--- config.mk ---
export PLATFORM = sky130hd
export DESIGN_NAME = pulse_period_averager_flat
export DESIGN_NICKNAME = d
export VERILOG_FILES = /design/src/ppa_pkg.sv /design/src/ppa_chan_if.sv /design/src/ppa_ram.sv /design/src/ppa_ring.sv /design/src/pulse_period_averager.sv /design/src/flat_wrapper.sv
export VERILOG_INCLUDE_DIRS = /design/src /design/src/src
export SDC_FILE = /design/constraint.sdc
export NUM_CORES = 1
export LEC_CHECK = 0
export ABC_AREA = 1
export BUFFER_PORTS_ARGS = -buffer_cell sky130_fd_sc_hd__buf_4
export CAP_MARGIN = 20
export CORE_UTILIZATION = 60
export DETAILED_ROUTE_END_ITERATION = 6
export GPL_TIMING_DRIVEN = 0
export PLACE_DENSITY = 0.81
export SLEW_MARGIN = 15
export SYNTH_ARGS = -nofsm -noshare
export SYNTH_HDL_FRONTEND = slang
export SYNTH_SLANG_ARGS = --single-unit
export TNS_END_PERCENT = 1
--- constraint.sdc ---
create_clock -name clk -period 2.9 [get_ports clk]
set_input_delay 0.145 -clock clk [delete_from_list [all_inputs] [get_ports clk]]
set_output_delay 0.145 -clock clk [all_outputs]
set_load 0.05 [all_outputs]
--- src/pulse_period_averager_macros.svh ---
// Assertion macros shared by the pulse period averager RTL.
`ifndef PULSE_PERIOD_AVERAGER_MACROS_SVH
`define PULSE_PERIOD_AVERAGER_MACROS_SVH

// Same-cycle implication, sampled on clk, off while rst_n is low.
`define PPA_ASSERT_NOW(label, ante, cons, msg) \
  label: assert property (@(posedge clk) disable iff (!rst_n) (ante) |-> (cons)) \
    else $error(msg);

// Next-cycle implication, sampled on clk, off while rst_n is low.
`define PPA_ASSERT_NEXT(label, ante, cons, msg) \
  label: assert property (@(posedge clk) disable iff (!rst_n) (ante) |=> (cons)) \
    else $error(msg);

`endif

--- src/ppa_pkg.sv ---
// Shared types and constants of the pulse period averager.
package ppa_pkg;

  localparam int DEF_MAX_WINDOW   = 32;
  localparam int DEF_SPACING_BITS = 32;

  localparam int CFG_IDX_W  = 2;
  localparam int CFG_DATA_W = 32;

  localparam logic [CFG_IDX_W-1:0] REG_WINDOW_LOG2 = 2'd0;
  localparam logic [CFG_IDX_W-1:0] REG_MIN_SPACING = 2'd1;

  localparam logic [2:0]  RST_WINDOW_LOG2 = 3'd2;
  localparam logic [31:0] RST_MIN_SPACING = 32'd2500000;

  typedef enum logic [1:0] {
    KIND_EDGE         = 2'd0,
    KIND_TIMEOUT      = 2'd1,
    KIND_PRESET_COUNT = 2'd2,
    KIND_PRESET_AVG   = 2'd3
  } kind_t;

  typedef enum logic [1:0] {
    ST_IDLE,
    ST_EVAL,
    ST_SUM,
    ST_EMIT
  } state_t;

  typedef struct packed {
    logic [1:0]  kind;
    logic [63:0] timestamp_ns;
    logic [31:0] preset_value;
  } in_item_t;

  typedef struct packed {
    logic [31:0] spacing_count;
    logic [31:0] spacing_average;
    logic        edge_accepted;
    logic        restart_timeout;
  } out_item_t;

  // Controller -> ring
  typedef struct packed {
    logic wr;
    logic clear;
    logic sum_start;
  } ring_ctrl_t;

  // Ring -> controller
  typedef struct packed {
    logic busy;
    logic done;
  } ring_stat_t;

endpackage

--- src/ppa_chan_if.sv ---
// Valid/ready word channel used for the input and result streams.
interface ppa_chan_if #(
  parameter type data_t = logic
) ();
  logic  valid;
  logic  ready;
  data_t data;

  modport source (output valid, output data, input ready);
  modport sink   (input valid, input data, output ready);
endinterface

--- src/ppa_ram.sv ---
// Generic simple dual-port RAM with registered read.
module ppa_ram #(
  parameter int WIDTH = 32,
  parameter int DEPTH = 32
) (
  input  logic                     clk,
  input  logic                     we,
  input  logic [$clog2(DEPTH)-1:0] waddr,
  input  logic [WIDTH-1:0]         wdata,
  input  logic [$clog2(DEPTH)-1:0] raddr,
  output logic [WIDTH-1:0]         rdata
);
  logic [WIDTH-1:0] mem [DEPTH];
  logic [WIDTH-1:0] rdata_r;

  always_ff @(posedge clk) begin
    if (we) begin
      mem[waddr] <= wdata;
    end
    rdata_r <= mem[raddr];
  end

  assign rdata = rdata_r;
endmodule

--- src/ppa_ring.sv ---
// Spacing ring: RAM, per-entry valid bits and the window sum sequencer.
module ppa_ring #(
  parameter int MAX_WINDOW   = ppa_pkg::DEF_MAX_WINDOW,
  parameter int SPACING_BITS = ppa_pkg::DEF_SPACING_BITS,
  parameter int IDX_W        = $clog2(MAX_WINDOW),
  parameter int CNT_W        = $clog2(MAX_WINDOW + 1),
  parameter int SUM_W        = (SPACING_BITS + CNT_W > 64) ? 64 : SPACING_BITS + CNT_W
) (
  input  logic                    clk,
  input  logic                    rst_n,
  input  ppa_pkg::ring_ctrl_t     ctrl,
  input  logic [IDX_W-1:0]        wr_addr,
  input  logic [SPACING_BITS-1:0] wr_data,
  input  logic [CNT_W-1:0]        win_len,
  output ppa_pkg::ring_stat_t     stat,
  output logic [SUM_W-1:0]        sum
);
  import ppa_pkg::*;

  logic [MAX_WINDOW-1:0]   valid_r;
  logic                    rvld_r;
  logic [SPACING_BITS-1:0] rdata;
  logic [IDX_W-1:0]        rd_addr;

  logic             busy_r, busy_nxt;
  logic             pend_r, pend_nxt;
  logic [CNT_W-1:0] cnt_r, cnt_nxt;
  logic [SUM_W-1:0] acc_r, acc_nxt;

  assign rd_addr = cnt_r[IDX_W-1:0];

  ppa_ram #(
    .WIDTH (SPACING_BITS),
    .DEPTH (MAX_WINDOW)
  ) u_ram (
    .clk   (clk),
    .we    (ctrl.wr),
    .waddr (wr_addr),
    .wdata (wr_data),
    .raddr (rd_addr),
    .rdata (rdata)
  );

  // Entries never written since reset or timeout read as zero.
  always_ff @(posedge clk) begin
    if (!rst_n) begin
      valid_r <= '0;
    end else if (ctrl.clear) begin
      valid_r <= '0;
    end else if (ctrl.wr) begin
      valid_r[wr_addr] <= 1'b1;
    end
  end

  always_ff @(posedge clk) begin
    rvld_r <= valid_r[rd_addr];
    acc_r  <= acc_nxt;
  end

  always_ff @(posedge clk) begin
    if (!rst_n) begin
      busy_r <= 1'b0;
      pend_r <= 1'b0;
      cnt_r  <= '0;
    end else begin
      busy_r <= busy_nxt;
      pend_r <= pend_nxt;
      cnt_r  <= cnt_nxt;
    end
  end

  // One read issued per cycle while the sum runs, its data added in the cycle after.
  always_comb begin
    busy_nxt = busy_r;
    pend_nxt = pend_r;
    cnt_nxt  = cnt_r;
    acc_nxt  = acc_r;
    if (ctrl.sum_start) begin
      busy_nxt = 1'b1;
      pend_nxt = 1'b0;
      cnt_nxt  = '0;
      acc_nxt  = '0;
    end else if (busy_r) begin
      if (pend_r) begin
        acc_nxt = acc_r + SUM_W'(rvld_r ? rdata : '0);
      end
      if (cnt_r < win_len) begin
        cnt_nxt  = cnt_r + CNT_W'(1);
        pend_nxt = 1'b1;
      end else begin
        pend_nxt = 1'b0;
        if (!pend_r) begin
          busy_nxt = 1'b0;
        end
      end
    end
  end

  assign stat.busy = busy_r;
  assign stat.done = busy_r && (cnt_r == win_len) && !pend_r;
  assign sum       = acc_r;
endmodule

--- src/pulse_period_averager.sv ---
// Pulse period averager top level: control FSM, state registers, result register.
// A word passes IDLE, EVAL and EMIT, and also SUM when the average is recomputed, the
//   window sum reading one ring entry per cycle from the ring RAM port.
// A new word is taken only in IDLE, after the result of the last one is registered.
// Reset: synchronous, rst_n low; ring valid bits clear at once, no clearing pass.
module pulse_period_averager #(
  parameter int MAX_WINDOW   = ppa_pkg::DEF_MAX_WINDOW,
  parameter int SPACING_BITS = ppa_pkg::DEF_SPACING_BITS
) (
  input  logic                            clk,
  input  logic                            rst_n,
  input  logic                            cfg_we,
  input  logic [ppa_pkg::CFG_IDX_W-1:0]   cfg_index,
  input  logic [ppa_pkg::CFG_DATA_W-1:0]  cfg_wdata,
  ppa_chan_if.sink                        in_chan,
  ppa_chan_if.source                      out_chan
);
  import ppa_pkg::*;

  `include "pulse_period_averager_macros.svh"

  localparam int IDX_W    = $clog2(MAX_WINDOW);
  localparam int CNT_W    = $clog2(MAX_WINDOW + 1);
  localparam int SUM_W    = (SPACING_BITS + CNT_W > 64) ? 64 : SPACING_BITS + CNT_W;
  // Largest log2 whose window still fits in the ring (field is 3 bits).
  localparam int WLOG_FIT = $clog2(MAX_WINDOW + 1) - 1;
  localparam logic [2:0] WLOG_MAX = (WLOG_FIT > 7) ? 3'd7 : 3'(WLOG_FIT);

  function automatic logic [2:0] clamp_log2(input logic [2:0] v);
    return (v > WLOG_MAX) ? WLOG_MAX : v;
  endfunction

  state_t     st_r, st_nxt;
  in_item_t   item_r, item_nxt;
  logic [2:0] wl_r, wl_nxt;
  logic [31:0] min_sp_r, min_sp_nxt;
  logic [IDX_W-1:0] idx_r, idx_nxt;
  logic [31:0] avg_r, avg_nxt;
  logic [31:0] cnt_r, cnt_nxt;
  logic [63:0] last_r, last_nxt;
  logic        seen_r, seen_nxt;
  logic        acc_r, acc_nxt;
  logic        rst_flag_r, rst_flag_nxt;
  logic        out_valid_r, out_valid_nxt;
  out_item_t   out_data_r, out_data_nxt;

  ring_ctrl_t            rctrl;
  ring_stat_t            rstat;
  logic [SUM_W-1:0]      rsum;
  logic [SUM_W-1:0]      sum_shift;
  logic [CNT_W-1:0]      win;
  logic [63:0]           sp;
  logic                  sp_pass;
  logic                  sp_over;
  logic [SPACING_BITS-1:0] sp_sat;

  assign win = CNT_W'(1) << wl_r;

  // Spacing since last accepted edge, 64-bit wrap, saturated to the ring width.
  assign sp      = item_r.timestamp_ns - last_r;
  assign sp_pass = sp >= {32'd0, min_sp_r};
  assign sp_over = |(sp >> SPACING_BITS);
  assign sp_sat  = sp_over ? '1 : sp[SPACING_BITS-1:0];

  assign sum_shift = rsum >> wl_r;

  ppa_ring #(
    .MAX_WINDOW   (MAX_WINDOW),
    .SPACING_BITS (SPACING_BITS),
    .IDX_W        (IDX_W),
    .CNT_W        (CNT_W),
    .SUM_W        (SUM_W)
  ) u_ring (
    .clk     (clk),
    .rst_n   (rst_n),
    .ctrl    (rctrl),
    .wr_addr (idx_r),
    .wr_data (sp_sat),
    .win_len (win),
    .stat    (rstat),
    .sum     (rsum)
  );

  always_ff @(posedge clk) begin
    if (!rst_n) begin
      st_r        <= ST_IDLE;
      wl_r        <= clamp_log2(RST_WINDOW_LOG2);
      min_sp_r    <= RST_MIN_SPACING;
      idx_r       <= '0;
      avg_r       <= '0;
      cnt_r       <= '0;
      last_r      <= '0;
      seen_r      <= 1'b0;
      out_valid_r <= 1'b0;
    end else begin
      st_r        <= st_nxt;
      wl_r        <= wl_nxt;
      min_sp_r    <= min_sp_nxt;
      idx_r       <= idx_nxt;
      avg_r       <= avg_nxt;
      cnt_r       <= cnt_nxt;
      last_r      <= last_nxt;
      seen_r      <= seen_nxt;
      out_valid_r <= out_valid_nxt;
    end
  end

  // Payload registers, no reset.
  always_ff @(posedge clk) begin
    item_r     <= item_nxt;
    acc_r      <= acc_nxt;
    rst_flag_r <= rst_flag_nxt;
    out_data_r <= out_data_nxt;
  end

  always_comb begin
    st_nxt        = st_r;
    item_nxt      = item_r;
    wl_nxt        = wl_r;
    min_sp_nxt    = min_sp_r;
    idx_nxt       = idx_r;
    avg_nxt       = avg_r;
    cnt_nxt       = cnt_r;
    last_nxt      = last_r;
    seen_nxt      = seen_r;
    acc_nxt       = acc_r;
    rst_flag_nxt  = rst_flag_r;
    out_valid_nxt = out_valid_r;
    out_data_nxt  = out_data_r;
    rctrl         = '0;

    // Config writes must arrive only while idle; the block itself does not enforce it.
    if (cfg_we) begin
      unique case (cfg_index)
        REG_WINDOW_LOG2: begin
          wl_nxt  = clamp_log2(cfg_wdata[2:0]);
          idx_nxt = '0;
          avg_nxt = '0;
          cnt_nxt = '0;
        end
        REG_MIN_SPACING: begin
          min_sp_nxt = cfg_wdata;
        end
        default: ;
      endcase
    end

    if (out_valid_r && out_chan.ready) begin
      out_valid_nxt = 1'b0;
    end

    unique case (st_r)
      ST_IDLE: begin
        if (in_chan.valid) begin
          item_nxt = in_chan.data;
          st_nxt   = ST_EVAL;
        end
      end
      ST_EVAL: begin
        acc_nxt      = 1'b0;
        rst_flag_nxt = 1'b0;
        st_nxt       = ST_EMIT;
        unique case (kind_t'(item_r.kind))
          KIND_EDGE: begin
            if (!seen_r) begin
              // first edge only records its time
              last_nxt     = item_r.timestamp_ns;
              seen_nxt     = 1'b1;
              acc_nxt      = 1'b1;
              rst_flag_nxt = 1'b1;
            end else if (sp_pass) begin
              rctrl.wr     = 1'b1;
              idx_nxt      = (idx_r + IDX_W'(1)) & IDX_W'(win - CNT_W'(1));
              cnt_nxt      = cnt_r + 32'd1;
              last_nxt     = item_r.timestamp_ns;
              acc_nxt      = 1'b1;
              rst_flag_nxt = 1'b1;
              // Sum starts the cycle after the write lands, so no forwarding.
              if (cnt_r > 32'(win)) begin
                rctrl.sum_start = 1'b1;
                st_nxt          = ST_SUM;
              end
            end
          end
          KIND_TIMEOUT: begin
            avg_nxt      = '0;
            idx_nxt      = '0;
            rctrl.clear  = 1'b1;
            rst_flag_nxt = 1'b1;
          end
          KIND_PRESET_COUNT: begin
            cnt_nxt = item_r.preset_value;
          end
          KIND_PRESET_AVG: begin
            avg_nxt = item_r.preset_value;
          end
          default: ;
        endcase
      end
      ST_SUM: begin
        if (rstat.done) begin
          avg_nxt = 32'(sum_shift);
          st_nxt  = ST_EMIT;
        end
      end
      ST_EMIT: begin
        // Waits here only while the previous result is still held.
        if (!out_valid_r || out_chan.ready) begin
          out_valid_nxt                = 1'b1;
          out_data_nxt.spacing_count   = cnt_r;
          out_data_nxt.spacing_average = avg_r;
          out_data_nxt.edge_accepted   = acc_r;
          out_data_nxt.restart_timeout = rst_flag_r;
          st_nxt                       = ST_IDLE;
        end
      end
      default: st_nxt = ST_IDLE;
    endcase
  end

  // No word is taken while reset is held.
  assign in_chan.ready  = rst_n && (st_r == ST_IDLE);
  assign out_chan.valid = out_valid_r;
  assign out_chan.data  = out_data_r;

  `PPA_ASSERT_NOW(a_idle_ring_quiet, st_r == ST_IDLE, !rstat.busy, "ring busy while idle")
  `PPA_ASSERT_NOW(a_sum_done_in_sum, rstat.done, st_r == ST_SUM, "sum done outside sum state")
  `PPA_ASSERT_NOW(a_idx_in_window, 1'b1, CNT_W'(idx_r) < win, "ring index outside window")
  `PPA_ASSERT_NOW(a_accept_restarts, out_valid_r && out_data_r.edge_accepted, out_data_r.restart_timeout, "accepted edge without restart")
  `PPA_ASSERT_NEXT(a_sum_after_start, rctrl.sum_start, rstat.busy && (st_r == ST_SUM), "sum not running after start")
endmodule
--- src/flat_wrapper.sv ---
// flat-port wrapper written by rule: the top's interface ports become plain ports
module pulse_period_averager_flat import ppa_pkg::*;
#(
  parameter int MAX_WINDOW   = ppa_pkg::DEF_MAX_WINDOW,
  parameter int SPACING_BITS = ppa_pkg::DEF_SPACING_BITS
)
  (clk, rst_n, cfg_we, cfg_index, cfg_wdata, in_chan_valid, in_chan_data, in_chan_ready, out_chan_valid, out_chan_data, out_chan_ready);
  ppa_chan_if in_chan_i ();
  ppa_chan_if out_chan_i ();
  input  logic clk;
  input  logic rst_n;
  input  logic cfg_we;
  input  logic [ppa_pkg::CFG_IDX_W-1:0] cfg_index;
  input  logic [ppa_pkg::CFG_DATA_W-1:0] cfg_wdata;
  input wire logic [$bits(in_chan_i.valid)-1:0] in_chan_valid;
  input wire logic [$bits(in_chan_i.data)-1:0] in_chan_data;
  output wire logic [$bits(in_chan_i.ready)-1:0] in_chan_ready;
  output wire logic [$bits(out_chan_i.valid)-1:0] out_chan_valid;
  output wire logic [$bits(out_chan_i.data)-1:0] out_chan_data;
  input wire logic [$bits(out_chan_i.ready)-1:0] out_chan_ready;
  assign in_chan_i.valid = in_chan_valid;
  assign in_chan_i.data = in_chan_data;
  assign in_chan_ready = in_chan_i.ready;
  assign out_chan_valid = out_chan_i.valid;
  assign out_chan_data = out_chan_i.data;
  assign out_chan_i.ready = out_chan_ready;
  pulse_period_averager #(.MAX_WINDOW(MAX_WINDOW), .SPACING_BITS(SPACING_BITS)) u_core (.clk(clk), .rst_n(rst_n), .cfg_we(cfg_we), .cfg_index(cfg_index), .cfg_wdata(cfg_wdata), .in_chan(in_chan_i), .out_chan(out_chan_i));
endmodule
======== Word-level counts from Yosys, hierarchy flattened ========
Index checks and enable logic that the tools add are counted.
W data, S select, Z words.
storage, ports and cells
  register bits ........................... 145
  input port bits ......................... 40
  output and inout bits ................... 3
  word-level logic and storage cells ...... 74
operators by class
  add/sub/neg operators ................... 3
  $lt $le $gt $ge ......................... 4
  eq/ne operators ......................... 9
  shift-type cells ........................ 1
  multiplexer cells ....................... 28
  bitwise gates (word level) .............. 1
  reduce and logical (&&, ||, !) cells .... 16
operator list
  kind                     number
  $mux W32                 5
  $mux W64                 2
  $ge A64 B32 Y1           1
  $sub A1 B64 Y64 const A  1
  $add A32 B1 Y32 const B  1
  $gt A32 B6 Y1            1
  $mux W1                  14
  $mux W2                  5
  $reduce_and A2 Y1        5
  $pmux W2 S4              1
  $add A6 B1 Y6 const B    1
  $eq A6 B6 Y1             1
  $lt A6 B6 Y1             1
  $shl A1 B3 Y6 const A    1
  $eq A2 B1 Y1 const B     2
  $eq A2 B2 Y1 const B     2
  $logic_and A1 B1 Y1      4
  $logic_not A2 Y1         2
  $ne A2 B1 Y1 const B     2
  $ne A2 B2 Y1 const B     2
  $gt A3 B3 Y1 const B     1
  $mux W3                  1
  $reduce_and A3 Y1        1
  $logic_not A1 Y1         2
  other kinds (3)          3

======== Longest topological paths before layout ========
Gate-level depths: netlist of run 1.
  word-level depth ........................ 7
  depth in mapped cells ................... 14
  mapped depth without buffers ............ 14

======== Hierarchy ========
A second synthesis of run 1 with hierarchy kept.
second synthesis, totals
  cells, all modules ...................... 5235
  area total of the unflattened synthesis .. 52758.1 µm²
modules (own cells, without submodules)
  module                 times used  cells each  area each (µm²)  sequential area each (µm²)
  ppa_ram                1           3536        42405.7          31390.1
  ppa_ring               1           1047        6155.9           1581.5
  pulse_period_averager  1           652         4196.5           1581.5

======== Worst setup path before layout of run 1 ========
No wires, ideal clock.
  path type ............................... reg2reg
  from .................................... reg u_core.wl_r[2]
  to ...................................... reg u_core.u_ring.cnt_r[5]
  setup time .............................. 70 ps
  arrival time ............................ 1796 ps
  slack ................................... 1034 ps
  stages on the path, launching flop included .. 12
  path through ............................ dfxtp_1 inv_1 nand3_1 ha_1 nand2_1 inv_1 o21bai_1 nand3_1 nor2_1 nand3_1 or2_0 a21oi_1
between the ends
  word-level cells in the longest chain between the ends .. 7
  elaborated cells between the ends (all ways) .. 9
  classes of those cells .................. order compare: 2; shift: 1; mux: 4; reduce/logical: 2
RTL lines
  item                               RTL line                      text
  start, declared                    pulse_period_averager.sv:35   logic [2:0] wl_r, wl_nxt;
  start signal, assigned             pulse_period_averager.sv:87   wl_r <= clamp_log2(RST_WINDOW_LOG2);
  start signal, assigned             pulse_period_averager.sv:97   wl_r <= wl_nxt;
  $shl A1 B3 Y6 (*)                  pulse_period_averager.sv:57   assign win = CNT_W'(1) << wl_r;
  $gt A32 B6 Y1                      pulse_period_averager.sv:179  if (cnt_r > 32'(win)) begin
  $mux W1                            pulse_period_averager.sv:179
  $mux W1                            pulse_period_averager.sv:171  end else if (sp_pass) begin
  $mux W1                            pulse_period_averager.sv:165  if (!seen_r) begin
  $mux W1                            pulse_period_averager.sv:152  unique case (st_r)
  $reduce_or A2 Y1 (no source line)  n/a
  end signal, assigned               ppa_ring.sv:68                cnt_r <= cnt_nxt;
  end, declared                      ppa_ring.sv:27                logic [CNT_W-1:0] cnt_r, cnt_nxt;
Mark *: on every way between the ends. The rest lies on a longest branch, timed or not.
A chain may end at the register's enable or synchronous reset.

======== Worst setup path in the final report of run 1 ========
Same ends and word-level chain as after synthesis.

==> results of run 1 <==
worst max-delay path by stage:
stage / to / cells past startpoint / startpoint
2_1_floorplan: u_core.u_ring.cnt_r[5] / 11 / u_core.wl_r[2]
3_3_place_gp: u_core.u_ring.cnt_r[5] / 10 / u_core.wl_r[0]
3_5_place_dp: u_core.u_ring.cnt_r[5] / 9 / u_core.wl_r[0]
4_1_cts: u_core.u_ring.cnt_r[5] / 11 / u_core.wl_r[2]
5_1_grt: u_core.u_ring.cnt_r[5] / 10 / u_core.wl_r[0]
6_report: u_core.u_ring.cnt_r[5] / 11 / u_core.wl_r[2]
through the flow:
stage	util	setup WS [ns]	hold WS, ns	cells
after floorplan	-	1.03	0.248	650
after global placement	0.697	0.814	0.349	787
after detailed placement	0.697	0.735	0.347	787
after CTS	0.740	0.699	0.00452	811
after global routing	0.740	0.524	0.00587	811
final	0.740	0.682	0.00206	811
routing by layer:
| layer | share of wire | GRT usage | vias up |
|---|---|---|---|
| li1 | - | - | 2249 |
| met2 | 0.48 | 0.509 | 175 |
| met3 | 0.069 | 0.0613 | 20 |
| met1 | 0.43 | 0.373 | 2078 |
| met5 | 0 | 0 | - |
| met4 | 0.017 | 0.104 | 0 |
logic make-up (layout without fill, tap and decap cells):
family	after synthesis	after routing	share of synthesized area
compound gates	111	111	0.134
xor+xnor	2	2	0.00397
fa+ha+maj	19	19	0.0539
buf+inv	96	161	0.0888
flops	81	81	0.372
mux	1	1	0.00227
simple gates	340	340	0.345
synthesized netlist by cell type (all sizes together), types with 2 or more instances:
library cell / count
nor3: 24
inv: 73
nand3: 43
nor2: 90
ha: 19
nand4: 14
o211ai: 5
a211oi: 2
xor2: 2
nor3b: 2
o21ai: 38
a31oi: 3
nand3b: 2
clkbuf: 18
a21oi: 57
nand2: 163
dfxtp: 79
buf: 4
edfxtp: 2
where the power goes:
part / switching (W) / internal (W) / total, W
combinational: 0.000228 / 0.000146 / 0.000373
sequential: 0.0000323 / 0.00117 / 0.00120
clock: 0.000445 / 0.000488 / 0.000933
total: 0.000705 / 0.00180 / 0.00251
state kept, by name (all words and copies together) (netlist names):
signal / flops
u_core.seen_r: 1
u_core.out_chan.data: 1
u_core.u_ring.pend_r: 1
u_core.min_sp_r: 32
u_core.u_ring.busy_r: 1
u_core.out_chan.valid: 1
u_core.st_r: 2
u_core.cnt_r: 32
u_core.rst_flag_r: 1
u_core.wl_r: 3
u_core.u_ring.cnt_r: 6
final cells by class:
class,instances,area (um2)
plain buffers,22,114
clock buffers,10,128
clock inverters,6,91.3
fillers,573,1810
inverters,74,278
multi-input cells,473,2380
flip-flops and latches,81,1640
well taps,96,120
repair buffers,49,388
worst max-delay path: cells and delay by family (launching register included):
| family | cells | cell delay (ns) |
|---|---|---|
| buffers and inverters | 2 | 0.15 |
| flip-flops | 1 | 0.34 |
| adder cells (fa/ha/maj) | 1 | 0.33 |
| AO/OA/AOI/OAI | 2 | 0.33 |
| AND/OR/NAND/NOR | 6 | 1.01 |
timing repair:
| item | in CTS | in global routing |
|---|---|---|
| hold buffers | 8 | 0 |
| setup endpoints to repair | 0 | 0 |
| endpoints found under the hold margin | 8 | 0 |
| gates resized for setup | 0 | 0 |
==> run summary, run 1 <==
=================================================================================
Worst min-delay path startpoint .................................... cfg_wdata[17]
Placement Rows .....................................................           30
Area post-placement ................................................     4840 um2
Inserted Clock Buffers .............................................            9
Leakage power figure ...............................................      2.12 nW
Slowest-stage cell, CP .............................................      dfxtp_1
Hold WC Path Type .................................................. input port to flip-flop
HPWL after detailed placement ......................................      7.92 mm
FF-to-FF Start ..................................................... u_core.wl_r[2]
Total number of vias ...............................................         4522
Antenna cell count .................................................            0
Total nets after synthesis .........................................          709
Run status .........................................................    completed
Detailed-route DRC error count .....................................            0
Crit share post-route ..............................................        0.765
Number of H-tree levels ............................................            3
Count of cells along the worst register-to-register path ...........           11
Drt via density ....................................................         5.58
Core area ..........................................................     6940 um2
Maximum fanout along the worst path ................................            6
Fraction of layout cells with a size suffix above 1 ................        0.119
# Post-CTS Setup Buffers ...........................................            0
Flip-flop and latch count after synthesis ..........................           81
WL/cell ............................................................      13.6 um
Count of max-cap constraint violations .............................            0
Post-synthesis area per instance ...................................     6.79 um2
Highest achievable clock rate ......................................      451 MHz
Chip width .........................................................      87.8 um
Largest area contributor in the synthesized netlist ................      dfxtp_1
Cells traversed along the worst timing path ........................ inv_1 -> nand3_1 -> ha_1 -> nand2_1 -> inv_1 -> o21bai_1 -> nand3_1 -> nor2_1 -> nand3_1 -> or2_0 -> a21oi_1
CP required ........................................................      3.19 ns
Setup Viol. Count Final ............................................            0
Total die area .....................................................     7700 um2
Final estimated routing congestion in global placement .............        0.942
DRT antenna net count ..............................................            0
Total Power ........................................................    0.00251 W
Antenna violations before repair ...................................            0
Setup tns final ....................................................         0 ns
Starting Density ...................................................        0.635
Highest-count cells in the layout ignoring fill and taps ........... 156 x nand2_1, 82 x nor2_1, 79 x dfxtp_1, 72 x inv_1, 57 x a21oi_1
Residual overflow from global routing ..............................            0
Arrival @ worst endpoint ...........................................      2.51 ns
Synth cell types ...................................................           42
Layout Nets ........................................................          769
Async set-reset flop share out of synthesis ........................            0
PwrDens ............................................................   488 nW/um2
Via count of the first global-routing pass .........................         4089
Cell area after synthesis ..........................................     4410 um2
Cell area after layout .............................................     5140 um2
Violation count after the first detailed-route iteration ...........          365
Sequential fraction of the synthesis area ..........................        0.372
Clock period minus worst slack .....................................      2.22 ns
Synth top area share ...............................................        0.358
Top post-synthesis cells by area ................................... dfxtp_1 36%, nand2_1 13%, nor2_1 7.0%, a21oi_1 6.5%, inv_1 6.1%
Max-slew violations ................................................            0
First-pass iteration count of the detailed router ..................            5
Source-to-sink clock delay at the later pin of the worst-skew pair .      0.36 ns
Number of primary I/O pins .........................................           43
Max-slew headroom at the worst pin .................................        0.587
Total global routing track utilization .............................        0.298
CTS tree ...........................................................          yes
Most common cell type on the critical path .........................      nand3_1
Kind of capture point of the worst setup path ......................    flip-flop
Die Y-Extent .......................................................      87.8 um
RSZ-0062 raised after global routing ...............................           no
Final hold violations ..............................................            0
Critical path class ................................................ flip-flop to flip-flop
Commonest non-fill, non-tap cell in the layout .....................      nand2_1
Clock sink count ...................................................           81
Worst Skew .........................................................   0.00809 ns
Dominant register cell in the synthesized netlist ..................      dfxtp_1
Maximum number of pins on one net before global-route repair .......           16
Startpoint type of the worst setup path ............................    flip-flop
Total Routed Length ................................................      11.0 mm
Cell at the root of the clock tree .................................     clkbuf_8
Worst-margin pin slew ..............................................     0.620 ns
Number of warning messages in the yosys log ........................            0
Hold path endpoint ................................................. u_core.min_sp_r[17]
Buffers from clock root to sink, at most ...........................            2
Delay of the slowest cell on the worst path ........................      0.34 ns
EDFF count, synth ..................................................            2
Reg2reg setup slack ................................................      0.68 ns
VDD IR-drop max ....................................................       400 uV
Min-Delay Path Depth ...............................................            3
FF-to-FF End ....................................................... u_core.u_ring.cnt_r[5]
First-pass GRT wire length .........................................      17.9 mm
Clock slew at reported path FFs ....................................      0.09 ns
P&R area growth vs syn .............................................        16.5%
Count of mapped cells out of synthesis .............................          650
Port-buffer cells ..................................................           41
=================================================================================
No activity file was read; power rests on OpenSTA's default activity.
==> run 2: changes to the inputs <==
--- a/config.mk
+++ b/config.mk
@@ -9,10 +9,10 @@
 export ABC_AREA = 1
 export BUFFER_PORTS_ARGS = -buffer_cell sky130_fd_sc_hd__buf_4
 export CAP_MARGIN = 20
-export CORE_UTILIZATION = 60
+export CORE_UTILIZATION = 54
 export DETAILED_ROUTE_END_ITERATION = 6
 export GPL_TIMING_DRIVEN = 0
-export PLACE_DENSITY = 0.81
+export PLACE_DENSITY = 0.77
 export SLEW_MARGIN = 15
 export SYNTH_ARGS = -nofsm -noshare
 export SYNTH_HDL_FRONTEND = slang
==> constraint.sdc (replaced) <==
create_clock -name clk -period 1.9 [get_ports clk]
set_input_delay 0.095 -clock clk [delete_from_list [all_inputs] [get_ports clk]]
set_output_delay 0.095 -clock clk [all_outputs]
set_load 0.05 [all_outputs]
==> run 2 against run 1 <==
Sequential power grew 53%. Fmax grew 17%. Worst setup slack lost 0.67 ns. Largest cell class unchanged. Highest routed layer unchanged.
==> run summary, run 2 (synthesized netlist as in run 1, its figures left out) <==
====================================================================================
Run status ............................................................    completed
VDD IR-drop max .......................................................       557 uV
Number of primary I/O pins ............................................           43
Cell at the root of the clock tree ....................................     clkbuf_8
Arrival @ worst endpoint ..............................................      2.19 ns
Detailed-route DRC error count ........................................            0
Maximum number of pins on one net before global-route repair ..........           17
Leakage power figure ..................................................      2.27 nW
Post-Route Hold Slack .................................................  0.000905 ns
Cell area after layout ................................................     5650 um2
Buffers from clock root to sink, at most ..............................            2
Core area .............................................................     7810 um2
FF-to-FF End .......................................................... u_core.u_ring.cnt_r[5]
Fraction of layout cells with a size suffix above 1 ...................        0.187
Antenna cell count ....................................................            0
Worst Skew ............................................................    0.0167 ns
CTS tree ..............................................................          yes
Die Y-Extent ..........................................................      92.4 um
WL/cell ...............................................................      14.4 um
Highest-count cells in the layout ignoring fill and taps .............. 153 x nand2_1, 78 x nor2_1, 69 x inv_1, 69 x dfxtp_1, 54 x a21oi_1
Cell count along the critical path ....................................           10
First-pass GRT wire length ............................................      19.6 mm
Kind of cell adding the most delay to the critical path ............... simple AND/OR/NAND/NOR gates
Reg2reg setup slack ...................................................      0.01 ns
FF-to-FF Start ........................................................ u_core.wl_r[1]
Total number of vias ..................................................         4637
Biggest registers after layout ........................................ u_core.cnt_r: 32 flops, u_core.min_sp_r: 32 flops, u_core.u_ring.cnt_r: 6 flops
Via count of the first global-routing pass ............................         4443
First-pass iteration count of the detailed router .....................            5
Count of buffering cells on the critical path with inverters included .            1
Met1 track demand over resource in global routing .....................        0.337
Total global routing track utilization ................................        0.291
Setup Viol. Count Final ...............................................            0
Crit share post-route .................................................        0.994
Cells traversed along the worst timing path ........................... inv_4 -> nand3_4 -> ha_4 -> nand2_2 -> nor3b_4 -> nand3_4 -> nor2_4 -> nand3_2 -> or2_0 -> a21oi_1
Commonest non-fill, non-tap cell in the layout ........................      nand2_1
Area post-placement ...................................................     4850 um2
Violation count after the first detailed-route iteration ..............          288
Count of max-cap constraint violations ................................            0
DRT antenna net count .................................................            0
Source-to-sink clock delay at the later pin of the worst-skew pair ....      0.37 ns
Worst-margin pin slew .................................................     0.608 ns
Slowest-stage cell, CP ................................................      dfxtp_4
Area of combinational cells with multiple inputs ......................     2580 um2
Maximum fanout along the worst path ...................................            5
Final estimated routing congestion in global placement ................        0.877
Kind of capture point of the worst setup path .........................    flip-flop
Residual overflow from global routing .................................            0
Clock slew at reported path FFs .......................................      0.10 ns
Starting Density ......................................................        0.565
Total Routed Length ...................................................      12.3 mm
PwrDens ...............................................................   652 nW/um2
Clock period minus worst slack ........................................      1.89 ns
Chip width ............................................................      92.4 um
Startpoint type of the worst setup path ...............................    flip-flop
Hold WC Path Type ..................................................... input port to flip-flop
Most common cell type on the critical path ............................      nand3_4
Launching instance or port of the critical path ....................... u_core.wl_r[1]
RSZ-0062 raised after global routing ..................................          yes
Clock sink count ......................................................           81
HPWL after detailed placement .........................................      8.05 mm
Max-slew violations ...................................................            0
Global-route met3 utilization .........................................       0.0599
Most utilized layer in the global route result ........................         met2
Antenna violations before repair ......................................            0
Max-slew headroom at the worst pin ....................................        0.595
Total die area ........................................................     8530 um2
Inserted Clock Buffers ................................................            9
Placement Rows ........................................................           32
Layout fillers ........................................................          615
Critical path class ................................................... flip-flop to flip-flop
End point of the critical path ........................................ u_core.u_ring.cnt_r[5]
Highest achievable clock rate .........................................      529 MHz
Number of H-tree levels ...............................................            3
Final hold violations .................................................            0
CP required ...........................................................      2.20 ns
Port-buffer cells .....................................................           41
Seq. cell area ........................................................     1660 um2
P&R area growth vs syn ................................................        28.1%
Delay of the slowest cell on the worst path ...........................      0.39 ns
Drt via density .......................................................         5.46
Met2 global-route usage ...............................................        0.518
Layout Nets ...........................................................          801
Count of cells along the worst register-to-register path ..............           10
====================================================================================
==> run 2: cell types whose count changed in the layout (fill, tap and decap cells not counted), moves of 4 or more <==
cell / previous run / this run
buf_4: 41 / 51
dfxtp_2: 0 / 6
dfxtp_4: 0 / 4
ha_4: 0 / 4
nand3_1: 42 / 34
nor2_1: 82 / 78
dlygate4sd3_1: 8 / 30
ha_1: 19 / 14
dfxtp_1: 79 / 69
nand3_2: 1 / 6
==> run 2: worst min-delay path by stage <==
| stage | slack, ns | cells after the start | startpoint | end |
|---|---|---|---|---|
| 2_1_floorplan | 0.20 | 1 | cfg_wdata[2] | u_core.wl_r[1] |
| 3_3_place_gp | 0.30 | 3 | cfg_wdata[21] | u_core.min_sp_r[21] |
| 3_5_place_dp | 0.30 | 3 | cfg_wdata[21] | u_core.min_sp_r[21] |
| 4_1_cts | 0.003 | 3 | cfg_wdata[30] | u_core.min_sp_r[30] |
| 5_1_grt | 0.03 | 3 | cfg_wdata[1] | u_core.wl_r[0] |
| 6_report | 0.0009 | 3 | cfg_wdata[1] | u_core.wl_r[1] |
==> run 2: metal layers <==
| metal | vias to the layer above | wire length [um] |
|---|---|---|
| met5 | - | 0 |
| met4 | 0 | 277 |
| met3 | 32 | 717 |
| met2 | 152 | 6160 |
| met1 | 2142 | 5110 |
| li1 | 2311 | - |
==> run 2: tightest hold or removal path, cell delays in order <==
cell     delay, ns
buf_4         0.12
inv_1         0.06
o31ai_1       0.07
==> run 2: where the power goes <==
part | internal [W] | switching [W]
Clock | 0.000500 | 0.000735
Combinational | 0.000260 | 0.000355
Sequential | 0.00178 | 0.0000587
==> run 2: area by class of cell <==
class,count,area share
flip-flops and latches,81,0.294
inverters,74,0.0500
plain buffers,22,0.0221
clock inverters,7,0.0108
well taps,102,0.0226
repair buffers,81,0.121
multi-input cells,473,0.457
clock buffers,9,0.0219
==> run 2: stage by stage <==
step	utilization	setup WS, ns	TNS (ns)	instances	total power [W]
after floorplan	-	0.0341	0	650	0.00222
after global placement	0.621	-0.200	-0.553	793	0.00238
after detailed placement	0.621	-0.253	-1.17	793	0.00241
after CTS	0.697	-0.0219	-0.0219	843	0.00366
after global routing	0.724	-0.123	-0.891	849	0.00384
final	0.724	0.0109	0	849	0.00369
==> run 2: timing repair <==
item | 4_1_cts | 5_1_grt
setup endpoints to repair | 15 | 35
pin swaps | 4 | 10
resized for setup | 24 | 43
setup buffers | 5 | 5
hold buffers | 29 | 1
hold endpoints to repair | 29 | 1
